===== src/design/irup_pkg.sv =====
// Shared types, status codes and keyword table for the ident reply username parser.
`default_nettype none
package irup_pkg;

	localparam int MAX_USER_LEN_DEF = 10;
	localparam int MAX_MSG_LEN_DEF  = 511;
	localparam int KW_LEN           = 6;

	typedef enum logic [2:0] {
		ST_OK       = 3'd0,
		ST_NO_COMMA = 3'd1,
		ST_NO_PCOL  = 3'd2,
		ST_NO_USRID = 3'd3,
		ST_NO_COLON = 3'd4,
		ST_NO_OSCOL = 3'd5,
		ST_EMPTY    = 3'd6
	} status_t;

	typedef struct packed {
		logic [7:0] reply_byte;
		logic       end_of_reply;
	} reply_item_t;

	typedef struct packed {
		logic [7:0] user_byte;
		logic       byte_valid;
		logic       done_res;
		status_t    status;
	} user_item_t;

	function automatic logic [7:0] kw_char(input logic [2:0] idx);
		logic [7:0] c;
		unique case (idx)
			3'd0: c = 8'h55; // U
			3'd1: c = 8'h53; // S
			3'd2: c = 8'h45; // E
			3'd3: c = 8'h52; // R
			3'd4: c = 8'h49; // I
			3'd5: c = 8'h44; // D
			default: c = 8'h00;
		endcase
		return c;
	endfunction

	function automatic logic is_blank(input logic [7:0] b);
		return (b == 8'd32) || (b == 8'd9);
	endfunction

	// signed-char view: 128..255 count as control/blank
	function automatic logic is_low(input logic [7:0] b);
		return (b <= 8'd32) || b[7];
	endfunction

endpackage
`default_nettype wire


===== src/design/irup_stream_if.sv =====
// Valid/ready stream interface with a typed payload.
`default_nettype none
interface irup_stream_if #(
	parameter type T = logic
);
	logic valid;
	logic ready;
	T     data;

	modport source (output valid, output data, input ready);
	modport sink   (input valid, input data, output ready);
endinterface
`default_nettype wire


===== src/design/ident_reply_username_parser.sv =====
// Top level: ident reply username parser with registered result channel.
//
// Channels: reply (sink) carries one reply byte per transfer with
// end_of_reply on the final byte; user (source) carries result items.
// A result is produced when a username byte is passed on or when the
// transfer carries end_of_reply; other bytes produce no result.
// A result is presented on user in the cycle after its byte's
// transfer. Throughput: one byte per cycle while user accepts
// results, set by the single result register; reply.ready stays
// high while that register is empty or being drained in the same cycle.
// Stall: when user.ready is low and a result is held, reply.ready drops
// and the held result stays until taken.
// Reset (arst_n low): parser returns to waiting for the first comma,
// counters clear and the result register empties. After end_of_reply
// the parser restarts the same way for the next reply.
// Username is cut to MAX_USER_LEN bytes; bytes past MAX_MSG_LEN or after
// a zero byte are ignored until end_of_reply.
`default_nettype none
module ident_reply_username_parser #(
	parameter int MAX_USER_LEN = irup_pkg::MAX_USER_LEN_DEF,
	parameter int MAX_MSG_LEN  = irup_pkg::MAX_MSG_LEN_DEF
) (
	input wire               clk,
	input wire               arst_n,
	irup_stream_if.sink      reply,
	irup_stream_if.source    user
);
	logic                 step;
	logic                 res_valid;
	irup_pkg::user_item_t res;
	logic                 out_valid_q;
	irup_pkg::user_item_t out_data_q;

	assign reply.ready = !out_valid_q || user.ready;
	assign step        = reply.valid && reply.ready;

	irup_parse #(
		.MAX_USER_LEN (MAX_USER_LEN),
		.MAX_MSG_LEN  (MAX_MSG_LEN)
	) u_parse (
		.clk       (clk),
		.arst_n    (arst_n),
		.step      (step),
		.item      (reply.data),
		.res_valid (res_valid),
		.res       (res)
	);

	always_ff @(posedge clk or negedge arst_n) begin
		if (!arst_n) begin
			out_valid_q <= 1'b0;
		end else if (step && res_valid) begin
			out_valid_q <= 1'b1;
		end else if (user.ready) begin
			out_valid_q <= 1'b0;
		end
	end

	always_ff @(posedge clk) begin
		if (step && res_valid) begin
			out_data_q <= res;
		end
	end

	assign user.valid = out_valid_q;
	assign user.data  = out_data_q;

endmodule
`default_nettype wire


===== src/design/irup_parse.sv =====
// Reply grammar state machine: phase, keyword match, counters and result item.
`default_nettype none
module irup_parse #(
	parameter int MAX_USER_LEN = irup_pkg::MAX_USER_LEN_DEF,
	parameter int MAX_MSG_LEN  = irup_pkg::MAX_MSG_LEN_DEF
) (
	input  wire                  clk,
	input  wire                  arst_n,
	input  wire                  step,
	input  irup_pkg::reply_item_t item,
	output logic                 res_valid,
	output irup_pkg::user_item_t res
);
	localparam int CW = $clog2(MAX_MSG_LEN + 1);
	localparam int UW = $clog2(MAX_USER_LEN + 1);

	typedef enum logic [3:0] {
		PH_COMMA   = 4'd0,
		PH_PCOLON  = 4'd1,
		PH_KEYWORD = 4'd2,
		PH_KWCOLON = 4'd3,
		PH_OS      = 4'd4,
		PH_PREUSER = 4'd5,
		PH_USER    = 4'd6,
		PH_HALT    = 4'd8
	} phase_t;

	phase_t             phase_q, phase_n;
	logic [2:0]         kw_q, kw_n;
	logic [CW-1:0]      cnt_q, cnt_n;
	logic [UW-1:0]      ulen_q, ulen_n;
	irup_pkg::status_t  fail_q, fail_n;
	logic               emit;
	logic [7:0]         b;

	function automatic irup_pkg::status_t phase_status(input phase_t ph,
		input irup_pkg::status_t f);
		irup_pkg::status_t s;
		unique case (ph)
			PH_COMMA:   s = irup_pkg::ST_NO_COMMA;
			PH_PCOLON:  s = irup_pkg::ST_NO_PCOL;
			PH_KEYWORD: s = irup_pkg::ST_NO_USRID;
			PH_KWCOLON: s = irup_pkg::ST_NO_COLON;
			PH_OS:      s = irup_pkg::ST_NO_OSCOL;
			PH_PREUSER: s = irup_pkg::ST_EMPTY;
			PH_USER:    s = irup_pkg::ST_OK;
			default:    s = f;
		endcase
		return s;
	endfunction

	assign b = item.reply_byte;

	always_comb begin
		phase_n = phase_q;
		kw_n    = kw_q;
		cnt_n   = cnt_q;
		ulen_n  = ulen_q;
		fail_n  = fail_q;
		emit    = 1'b0;
		if (phase_q == PH_HALT) begin
		end else if (cnt_q >= CW'(MAX_MSG_LEN) || b == 8'd0) begin
			fail_n  = phase_status(phase_q, fail_q);
			phase_n = PH_HALT;
		end else begin
			cnt_n = cnt_q + CW'(1);
			unique case (phase_q)
				PH_COMMA: begin
					if (b == 8'h2C) phase_n = PH_PCOLON;
				end
				PH_PCOLON: begin
					if (b == 8'h3A) begin
						phase_n = PH_KEYWORD;
						kw_n    = 3'd0;
					end
				end
				PH_KEYWORD: begin
					if (kw_q == 3'd0 && irup_pkg::is_blank(b)) begin
					end else if (kw_q < 3'(irup_pkg::KW_LEN) && b == irup_pkg::kw_char(kw_q)) begin
						if (kw_q == 3'(irup_pkg::KW_LEN - 1)) begin
							kw_n    = 3'd0;
							phase_n = PH_KWCOLON;
						end else begin
							kw_n = kw_q + 3'd1;
						end
					end else begin
						fail_n  = irup_pkg::ST_NO_USRID;
						phase_n = PH_HALT;
					end
				end
				PH_KWCOLON: begin
					if (irup_pkg::is_blank(b)) begin
					end else if (b == 8'h3A) begin
						phase_n = PH_OS;
					end else begin
						fail_n  = irup_pkg::ST_NO_COLON;
						phase_n = PH_HALT;
					end
				end
				PH_OS: begin
					if (b == 8'h3A) phase_n = PH_PREUSER;
				end
				PH_PREUSER: begin
					if (b == 8'h7E || b == 8'h5E || irup_pkg::is_low(b)) begin
					end else if (b == 8'h40 || b == 8'h3A) begin
						fail_n  = irup_pkg::ST_EMPTY;
						phase_n = PH_HALT;
					end else begin
						emit    = 1'b1;
						ulen_n  = UW'(1);
						phase_n = PH_USER;
					end
				end
				PH_USER: begin
					if (irup_pkg::is_low(b) || b == 8'h40 || b == 8'h3A) begin
						fail_n  = irup_pkg::ST_OK;
						phase_n = PH_HALT;
					end else if (ulen_q < UW'(MAX_USER_LEN)) begin
						emit   = 1'b1;
						ulen_n = ulen_q + UW'(1);
					end
				end
				default: begin
				end
			endcase
		end

		res_valid      = emit || item.end_of_reply;
		res.user_byte  = emit ? b : 8'd0;
		res.byte_valid = emit;
		res.done_res   = item.end_of_reply;
		res.status     = item.end_of_reply ? phase_status(phase_n, fail_n) : irup_pkg::ST_OK;
	end

	always_ff @(posedge clk or negedge arst_n) begin
		if (!arst_n) begin
			phase_q <= PH_COMMA;
			kw_q    <= 3'd0;
			cnt_q   <= '0;
			ulen_q  <= '0;
			fail_q  <= irup_pkg::ST_OK;
		end else if (step) begin
			if (item.end_of_reply) begin
				phase_q <= PH_COMMA;
				kw_q    <= 3'd0;
				cnt_q   <= '0;
				ulen_q  <= '0;
				fail_q  <= irup_pkg::ST_OK;
			end else begin
				phase_q <= phase_n;
				kw_q    <= kw_n;
				cnt_q   <= cnt_n;
				ulen_q  <= ulen_n;
				fail_q  <= fail_n;
			end
		end
	end

	a_last_restarts: assert property (@(posedge clk) disable iff (!arst_n)
		step && item.end_of_reply |=> phase_q == PH_COMMA && cnt_q == '0)
		else $error("reply end did not restart parser");
	a_emit_ok: assert property (@(posedge clk) disable iff (!arst_n)
		res_valid && res.byte_valid |-> res.status == irup_pkg::ST_OK)
		else $error("username byte with failing status");
	a_ulen_bound: assert property (@(posedge clk) disable iff (!arst_n)
		ulen_q <= UW'(MAX_USER_LEN))
		else $error("username length over limit");
	a_cnt_bound: assert property (@(posedge clk) disable iff (!arst_n)
		cnt_q <= CW'(MAX_MSG_LEN))
		else $error("byte count over limit");
	a_emit_phase: assert property (@(posedge clk) disable iff (!arst_n)
		step && emit && !item.end_of_reply |=> phase_q == PH_USER && ulen_q != '0)
		else $error("emit outside username phase");

endmodule
`default_nettype wire

===== src/flat_wrapper.sv =====
// flat-port wrapper written by rule: the top's interface ports become plain ports
module ident_reply_username_parser_flat 
#(
	parameter int MAX_USER_LEN = irup_pkg::MAX_USER_LEN_DEF,
	parameter int MAX_MSG_LEN  = irup_pkg::MAX_MSG_LEN_DEF
)
  (clk, arst_n, reply_valid, reply_data, reply_ready, user_valid, user_data, user_ready);
  irup_stream_if reply_i ();
  irup_stream_if user_i ();
  input wire clk;
  input wire arst_n;
  input wire logic [$bits(reply_i.valid)-1:0] reply_valid;
  input wire logic [$bits(reply_i.data)-1:0] reply_data;
  output wire logic [$bits(reply_i.ready)-1:0] reply_ready;
  output wire logic [$bits(user_i.valid)-1:0] user_valid;
  output wire logic [$bits(user_i.data)-1:0] user_data;
  input wire logic [$bits(user_i.ready)-1:0] user_ready;
  assign reply_i.valid = reply_valid;
  assign reply_i.data = reply_data;
  assign reply_ready = reply_i.ready;
  assign user_valid = user_i.valid;
  assign user_data = user_i.data;
  assign user_i.ready = user_ready;
  ident_reply_username_parser #(.MAX_USER_LEN(MAX_USER_LEN), .MAX_MSG_LEN(MAX_MSG_LEN)) u_core (.clk(clk), .arst_n(arst_n), .reply(reply_i), .user(user_i));
endmodule

===== config.mk =====
export PLATFORM = sky130hd
export DESIGN_NAME = ident_reply_username_parser_flat
export DESIGN_NICKNAME = d
export VERILOG_FILES = /design/src/design/irup_pkg.sv /design/src/design/irup_stream_if.sv /design/src/design/ident_reply_username_parser.sv /design/src/design/irup_parse.sv /design/src/flat_wrapper.sv
export SDC_FILE = /design/constraint.sdc
export NUM_CORES = 1
export LEC_CHECK = 0
export BUFFER_PORTS_ARGS = -buffer_cell sky130_fd_sc_hd__buf_2
export CAP_MARGIN = 10
export CORE_AREA = 2 2 39 41
export DETAILED_ROUTE_END_ITERATION = 12
export DIE_AREA = 0 0 41 43
export PLACE_DENSITY_LB_ADDON = 0.25
export SYNTH_ARGS = -nofsm -noshare
export SYNTH_HDL_FRONTEND = slang
export SYNTH_SLANG_ARGS = --single-unit

===== constraint.sdc =====
create_clock -name clk -period 1.6 [get_ports clk]
set_input_delay 0.24 -clock clk [delete_from_list [all_inputs] [get_ports clk]]
set_output_delay 0.24 -clock clk [all_outputs]
set_load 0.02 [all_outputs]

==> results of run 1 <==
-- tightest hold or removal path, stage by stage --
cell and delay (ns):
buf_2 0.13, nand2_1 0.06, nand2_1 0.05
-- power breakdown --
group	switching (mW)	total (mW)	internal [mW]
Clock	0.0678	0.163	0.0954
Sequential	0.00776	0.201	0.193
Combinational	0.0303	0.0543	0.0240
-- Yosys cell counts --
library cell	count
dfrtp_1	6
nand2_1	5
and2_1	3
a211oi_2	1
a21o_1	1
a21oi_1	1
a31oi_1	1
and3_4	1
and4b_1	1
buf_6	1
edfxtp_1	1
nand2b_4	1
nor2_1	1
o211ai_1	1
o21ai_0	1
-- state kept, by name, indices dropped and copies added, names as in the netlist --
| register | count |
|---|---|
| u_core.user.valid | 1 |
| u_core.u_parse.phase_q | 4 |
| u_core.user.data | 1 |
| u_core.u_parse.fail_q | 1 |
-- timing repair --
item	in CTS	in global routing
resized for setup	0	0
buffers inserted	0	0
hold buffers	1	0
hold endpoints to repair	6	0
-- how the worst max path moves through the flow --
| stage | from | endpoint | slack [ns] | depth (start not counted) |
|---|---|---|---|---|
| after floorplan | u_core.user.valid | u_core.user.data | 0.44 | 3 |
| after global placement | u_core.u_parse.phase_q[1] | u_core.u_parse.fail_q[0] | 0.60 | 3 |
| after detailed placement | u_core.u_parse.phase_q[1] | u_core.u_parse.fail_q[0] | 0.57 | 3 |
| after CTS | u_core.user.valid | reply_ready | 0.42 | 2 |
| after global routing | u_core.user.valid | reply_ready | 0.39 | 2 |
| final | u_core.user.valid | reply_ready | 0.43 | 2 |
-- final cells by class --
class	count	area (um2)	share of cell area (%)
repair buffers	8	45.0	11.5
well taps	16	20.0	5.11
flip-flops and latches	7	180	46.0
clock buffers	4	26.3	6.71
multi-input cells	18	120	30.7
-- logic make-up (layout without fill, tap and decap cells) --
kind of cell	Yosys count	count (layout)	share of synthesized area, %
AOI/OAI and AO/OA	6	6	14.1
buffers and inverters	1	12	3.61
and+or+nand+nor	12	12	24.5
DFF	7	7	57.8
-- through the flow --
stage	hold WS [ns]	utilization [%]
after floorplan	-0.0556	-
after global placement	0.0666	25.7
after detailed placement	0.0694	25.7
after CTS	0.264	28.3
after global routing	0.274	28.3
final	0.264	28.3
-- layer usage --
metal	share of wire (%)	wire, um	track usage (%)	vias to the layer above
met3	6.3	37	3.14	4
met5	0	0	0	-
li1	-	-	-	115
met2	42	245	10.6	6
met1	47	272	11.3	107
met4	5.0	29	10.0	0
==> results by group, run 1 <==
Synthesis
  – Cell accounting for the most synthesized area: dfrtp_1
  – Sequential area share after synthesis: 57.8%
  – Post-synth top area share: 48.2%
  – Avg Synthesized Cell Area: 12.0 um2
  – Synthesized area: 312 um2
  – Top cells by area, synth: dfrtp_1, edfxtp_1, and2_1
  – Yosys warning count: 0
  – Post-synthesis cell count: 26
  – Post-Syn Nets: 31
  – Synth unique cells: 15
  – #FFs+latches synth: 7

Final layout
  – Most common cell after layout, fill and taps aside: buf_2
  – Synthesis-to-finish area growth: 25.7%
  – Post-route cell area: 392 um2
  – Layout cell share with drive strength beyond 1: 35.1%
  – Most frequent cells in the layout: buf_2, dfrtp_1, nand2_1, and2_1, clkbuf_4
  – Nets: 43
  – Final std cells w/o fill: 53
  – FILL cells: 159
  – Antenna diodes: 0

Die
  – Top Ports: 8
  – Initial Util: 22.5%
  – Row Count: 14
  – Die H: 43 um
  – Full die area: 1760 um2
  – Core outline area: 1380 um2
  – Die X: 41 um

GRT
  – Grt ovf: 0
  – Vias in the first global route: 222
  – Initial antenna violation count: 0
  – GRT Total Usage: 9.02%
  – Pin count of the biggest net entering global routing: 8
  – First-pass GRT wire length: 979 um

Hold path
  – Hold wc startpoint: reply_data
  – WHS Endpoint: u_core.user.valid
  – Hold path cells: 3
  – Hold Crit Class: in -> reg

Timing
  – Slew Limit Fails: 0
  – Final Worst Setup Slack: 0.435 ns
  – Clock skew: 0.00250 ns
  – Relative max-transition margin: 85.8%
  – RSZ-0062 raised after global routing: no
  – Final Hold Fails: 0
  – Period utilization: 72.8%
  – Min Tclk post-route: 1.17 ns
  – Setup-failing EPs final: 0
  – Post-Route Setup TNS: 0 ns
  – Max Fclk: 858 MHz
  – Least-Margin Pin Slew: 0.212 ns

Placement
  – Count of buffers from port buffering: 7
  – GP Congestion: 0.636
  – Placed insts: 48
  – Setup WS pre-CTS: 0.566 ns
  – Placed wire-length estimate: 449 um
  – Post-DP Area: 355 um2

Critical path
  – Buf/Inv on CP: 1
  – Data arrival, critical path: 0.93 ns
  – Slowest CP cell: dfrtp_1
  – R2r setup slk: 0.56 ns
  – Critical-path cell list: nand2b_4 -> buf_2
  – RR Endpoint: u_core.u_parse.fail_q[0]
  – Data required, critical path: 1.36 ns
  – Crit path largest cell delay: 0.40 ns
  – Worst r2r path cells: 3
  – CP Class: reg -> out
  – CP Max Fanout: 7
  – Reg2reg start: u_core.u_parse.phase_q[1]
  – Critical Path End Type: output pin
  – CP top delay family: flip-flops
  – Startpoint Class: flop

Pwr
  – Leakage power: 0.194 nW
  – Design Power: 0.418 mW
  – PwrDens: 1070 nW/um2
  – VDD IR max: 346 uV

Detailed routing
  – Wire length per cell: 11.0 um
  – Detailed Routing Iterations Pass 1: 2
  – Total routed wirelength: 584 um
  – Antenna-violating nets left: 0
  – Drt initial violations: 1
  – Via density: 4.38
  – Vias: 232
  – Residual DRC: 0

CTS
  – Clock Pin Slew Worst Setup and Hold Paths: 0.05 ns
  – Clock Sinks: 7
  – Clk_lat worst skew: 0.25 ns
  – CTS root buf: clkbuf_4
  – TritonCTS clock tree: yes
  – Worst-case clock buffer depth: 2
  – H-tree depth: 1
  – CTS buffer count: 3

Outcome
  – Status: finished, final reports clean

Flow run
  – Max Cap Violations: 0
Power figures use the tool's default switching activity.
==> inputs of run 2 (changes only) <==
--- a/config.mk
+++ b/config.mk
@@ -5,6 +5,7 @@
 export SDC_FILE = /design/constraint.sdc
 export NUM_CORES = 1
 export LEC_CHECK = 0
+export ABC_AREA = 1
 export BUFFER_PORTS_ARGS = -buffer_cell sky130_fd_sc_hd__buf_2
 export CAP_MARGIN = 10
 export CORE_AREA = 2 2 39 41
==> constraint.sdc (replaced) <==
create_clock -name clk -period 1.05 [get_ports clk]
set_input_delay 0.1575 -clock clk [delete_from_list [all_inputs] [get_ports clk]]
set_output_delay 0.1575 -clock clk [all_outputs]
set_load 0.02 [all_outputs]
==> results by group, run 2 <==
Die
  – Initial Util: 22.0% (-0.54 points)
  – Die X: 41 um (unchanged)
  – Core outline area: 1380 um2 (unchanged)
  – Full die area: 1760 um2 (unchanged)
  – Top Ports: 8 (unchanged)
  – Row Count: 14 (unchanged)
  – Die H: 43 um (unchanged)

Critical path
  – RR Endpoint: u_core.user.data
  – Data arrival, critical path: 0.86 ns (-0.07 ns)
  – Worst r2r path cells: 4 (+1)
  – Data required, critical path: 0.89 ns (-0.47 ns)
  – Startpoint Class: flop
  – R2r setup slk: 0.10 ns (-0.46 ns)
  – Reg2reg start: u_core.u_parse.phase_q[0]
  – Critical Path End Type: output pin
  – CP Max Fanout: 3 (-4)
  – CP Class: reg -> out

Timing
  – Min Tclk post-route: 1.02 ns
  – Setup-failing EPs final: 0 (unchanged)
  – Clock skew: 0.00263 ns (+0.000130 ns)
  – Post-Route Setup TNS: 0 ns (unchanged)
  – Relative max-transition margin: 91.2% (+5.3 points)
  – Slew Limit Fails: 0 (unchanged)
  – Final Hold Fails: 0 (unchanged)
  – Worst hold margin: 0.190 ns (-0.0743 ns)
  – Period utilization: 97.1%
  – Least-Margin Pin Slew: 0.131 ns (-0.0811 ns)
  – RSZ-0062 raised after global routing: yes
  – Max Fclk: 980 MHz

Hold path
  – WHS Endpoint: u_core.u_parse.fail_q[0]
  – Hold path cells: 4 (+1)
  – Hold Crit Class: in -> reg
  – Hold wc startpoint: reply_data

Final layout
  – FILL cells: 156 (-1.9%)
  – Multi-input gate area: 97.6 um2 (-19%)
  – Max reg flops: 4 (unchanged)
  – Final std cells w/o fill: 62 (+17%)
  – Synthesis-to-finish area growth: 35.0%
  – Reg with most FFs: u_core.u_parse.phase_q
  – Antenna diodes: 0 (unchanged)
  – Register area: 181 um2 (+0.69%)
  – Nets: 52 (+21%)
  – Layout cell share with drive strength beyond 1: 34.8% (-0.35 points)
  – Most frequent cells in the layout: inv_1, nand2_1, buf_2, nor2_1, dfrtp_1
  – Post-route cell area: 410 um2 (+4.8%)

Synthesis
  – Synth unique cells: 12 (-3)
  – Top cells by count, synth: dfrtp_1, inv_1, nand2_1
  – Sequential area share after synthesis: 59.3% (+1.4 points)
  – Yosys warning count: 0 (unchanged)
  – Avg Synthesized Cell Area: 9.21 um2 (-23%)
  – Synthesized area: 304 um2 (-2.4%)
  – Fraction of registers with async set/reset: 85.7% (unchanged)
  – Post-synth EDFFs: 1 (unchanged)
  – Top cells by area, synth: dfrtp_1, edfxtp_1, inv_1
  – Cell accounting for the most synthesized area: dfrtp_1
  – Post-synth top area share: 49.4% (+1.2 points)
  – #FFs+latches synth: 7 (unchanged)
  – Post-synthesis cell count: 33 (+27%)
  – Post-Syn Nets: 38 (+23%)
  – Prevailing post-synth register cell: dfrtp_1

Pwr
  – Net Sw Frac: 25.5% (+0.17 points)
  – PwrDens: 1560 nW/um2 (+47%)
  – VDD IR max: 560 uV (+62%)
  – Leakage power: 0.213 nW (+9.8%)
  – Cell Int Power: 0.478 mW (+53%)
  – Psw: 0.164 mW (+55%)
  – Clock share of power: 38.1% (-0.9 points)
  – Design Power: 0.642 mW (+54%)
  – Comb pwr share: 14.6% (+1.6 points)
  – Sequential power share: 47.3% (-0.7 points)

Detailed routing
  – Vias: 233 (+0.43%)
  – DR WL met3: 57 um (+54%)
  – Antenna-violating nets left: 0 (unchanged)
  – Via density: 3.76 (-14%)
  – Residual DRC: 0 (unchanged)
  – DRT met1 WL: 249 um (-8.5%)
  – Max layer used: met4
  – Wire length per cell: 8.35 um (-24%)
  – Routed wl met2: 200 um (-18%)
  – Total routed wirelength: 518 um (-11%)
  – Drt initial violations: 3 (+2)
  – Detailed Routing Iterations Pass 1: 2 (unchanged)

CTS
  – CTS buffer count: 3 (unchanged)
  – Clk_lat worst skew: 0.25 ns (about the same)
  – Worst-case clock buffer depth: 2 (unchanged)
  – CTS root buf: clkbuf_4
  – Clock Pin Slew Worst Setup and Hold Paths: 0.05 ns (about the same)
  – H-tree depth: 1 (unchanged)
  – Clock Sinks: 7 (unchanged)
  – TritonCTS clock tree: yes

Outcome
  – Status: finished, final reports clean

GRT
  – GRT Total Usage: 8.10% (-0.92 points)
  – Initial antenna violation count: 0 (unchanged)
  – First-pass GRT wire length: 855 um (-13%)
  – Pin count of the biggest net entering global routing: 7 (-1)
  – Grt ovf: 0 (unchanged)
  – Vias in the first global route: 211 (-5.0%)

Placement
  – Count of buffers from port buffering: 7 (unchanged)
  – Post-DP Area: 360 um2 (+1.4%)
  – Placed insts: 56 (+17%)
  – GP Congestion: 0.709 (+11%)

Flow run
  – Max Cap Violations: 0 (unchanged)
==> run 2: changes by cell type after synthesis, moves of 2 or more <==
cell / before / now
nand3_1: 0 / 2
inv_1: 0 / 6
and2_1: 3 / 0
nor2_1: 1 / 5
nand2_4: 0 / 2
==> run 2: logic make-up (layout without fill, tap and decap cells) <==
| group | after synthesis | count (layout) | share of synthesized area [%] |
|---|---|---|---|
| and+or+nand+nor | 16 | 16 | 26.3 |
| AOI/OAI and AO/OA | 3 | 3 | 5.76 |
| buffers and inverters | 7 | 20 | 8.64 |
| DFF | 7 | 7 | 59.3 |
==> run 2: routing by layer <==
metal | up-vias | track usage, %
met4 | 0 | 6.00
met5 | - | 0
met2 | 10 | 9.06
met1 | 97 | 8.91
met3 | 2 | 7.85
li1 | 124 | -
==> run 2: worst max path at each step <==
stage,from,endpoint,slack [ns],cells after the start
6_report,u_core.user.valid,reply_ready,0.03,2
5_1_grt,u_core.user.valid,reply_ready,-0.006,2
4_1_cts,u_core.user.valid,reply_ready,0.005,2
3_5_place_dp,u_core.user.valid,u_core.user.data,0.09,3
3_3_place_gp,u_core.user.valid,u_core.user.data,0.10,3
2_1_floorplan,u_core.user.valid,u_core.user.data,0.01,3
==> run 2: through the flow <==
| step | setup WS (ns) | util (%) |
|---|---|---|
| after CTS | 0.00498 | 29.1 |
| after global placement | 0.104 | 26.0 |
| after detailed placement | 0.0917 | 26.0 |
| final | 0.0300 | 29.7 |
| after global routing | -0.00602 | 29.7 |
| after floorplan | 0.0127 | - |
==> run 2: critical path: stages (launching register included) <==
cell	delay [ns]
dfrtp_2	0.41
nand2_4	0.08
buf_6	0.12
==> run 2: what timing repair did <==
| action | in CTS | in global routing |
|---|---|---|
| gates resized for setup | 2 | 0 |
| endpoints found under the setup margin | 1 | 1 |
| hold buffers | 1 | 0 |
| pin swaps | 0 | 1 |
| endpoints found under the hold margin | 6 | 0 |
| setup buffers | 0 | 1 |
==> run 2: final cells by class <==
class / count / area share [%]
Clock buffer: 4 / 6.40
Inverter: 7 / 6.40
Multi-Input combinational cell: 19 / 23.8
Sequential cell: 7 / 44.2
Tap cell: 16 / 4.88
Timing Repair Buffer: 9 / 14.3
==> run 2: power groups by stage <==
stage                     clock [mW]  combinational [mW]  sequential [mW]
final                          0.244              0.0939            0.304
after global placement             0              0.0847            0.309
after detailed placement           0              0.0853            0.309
after CTS                      0.258              0.0922            0.304
after floorplan                    0              0.0479            0.316
after global routing           0.273               0.106            0.306
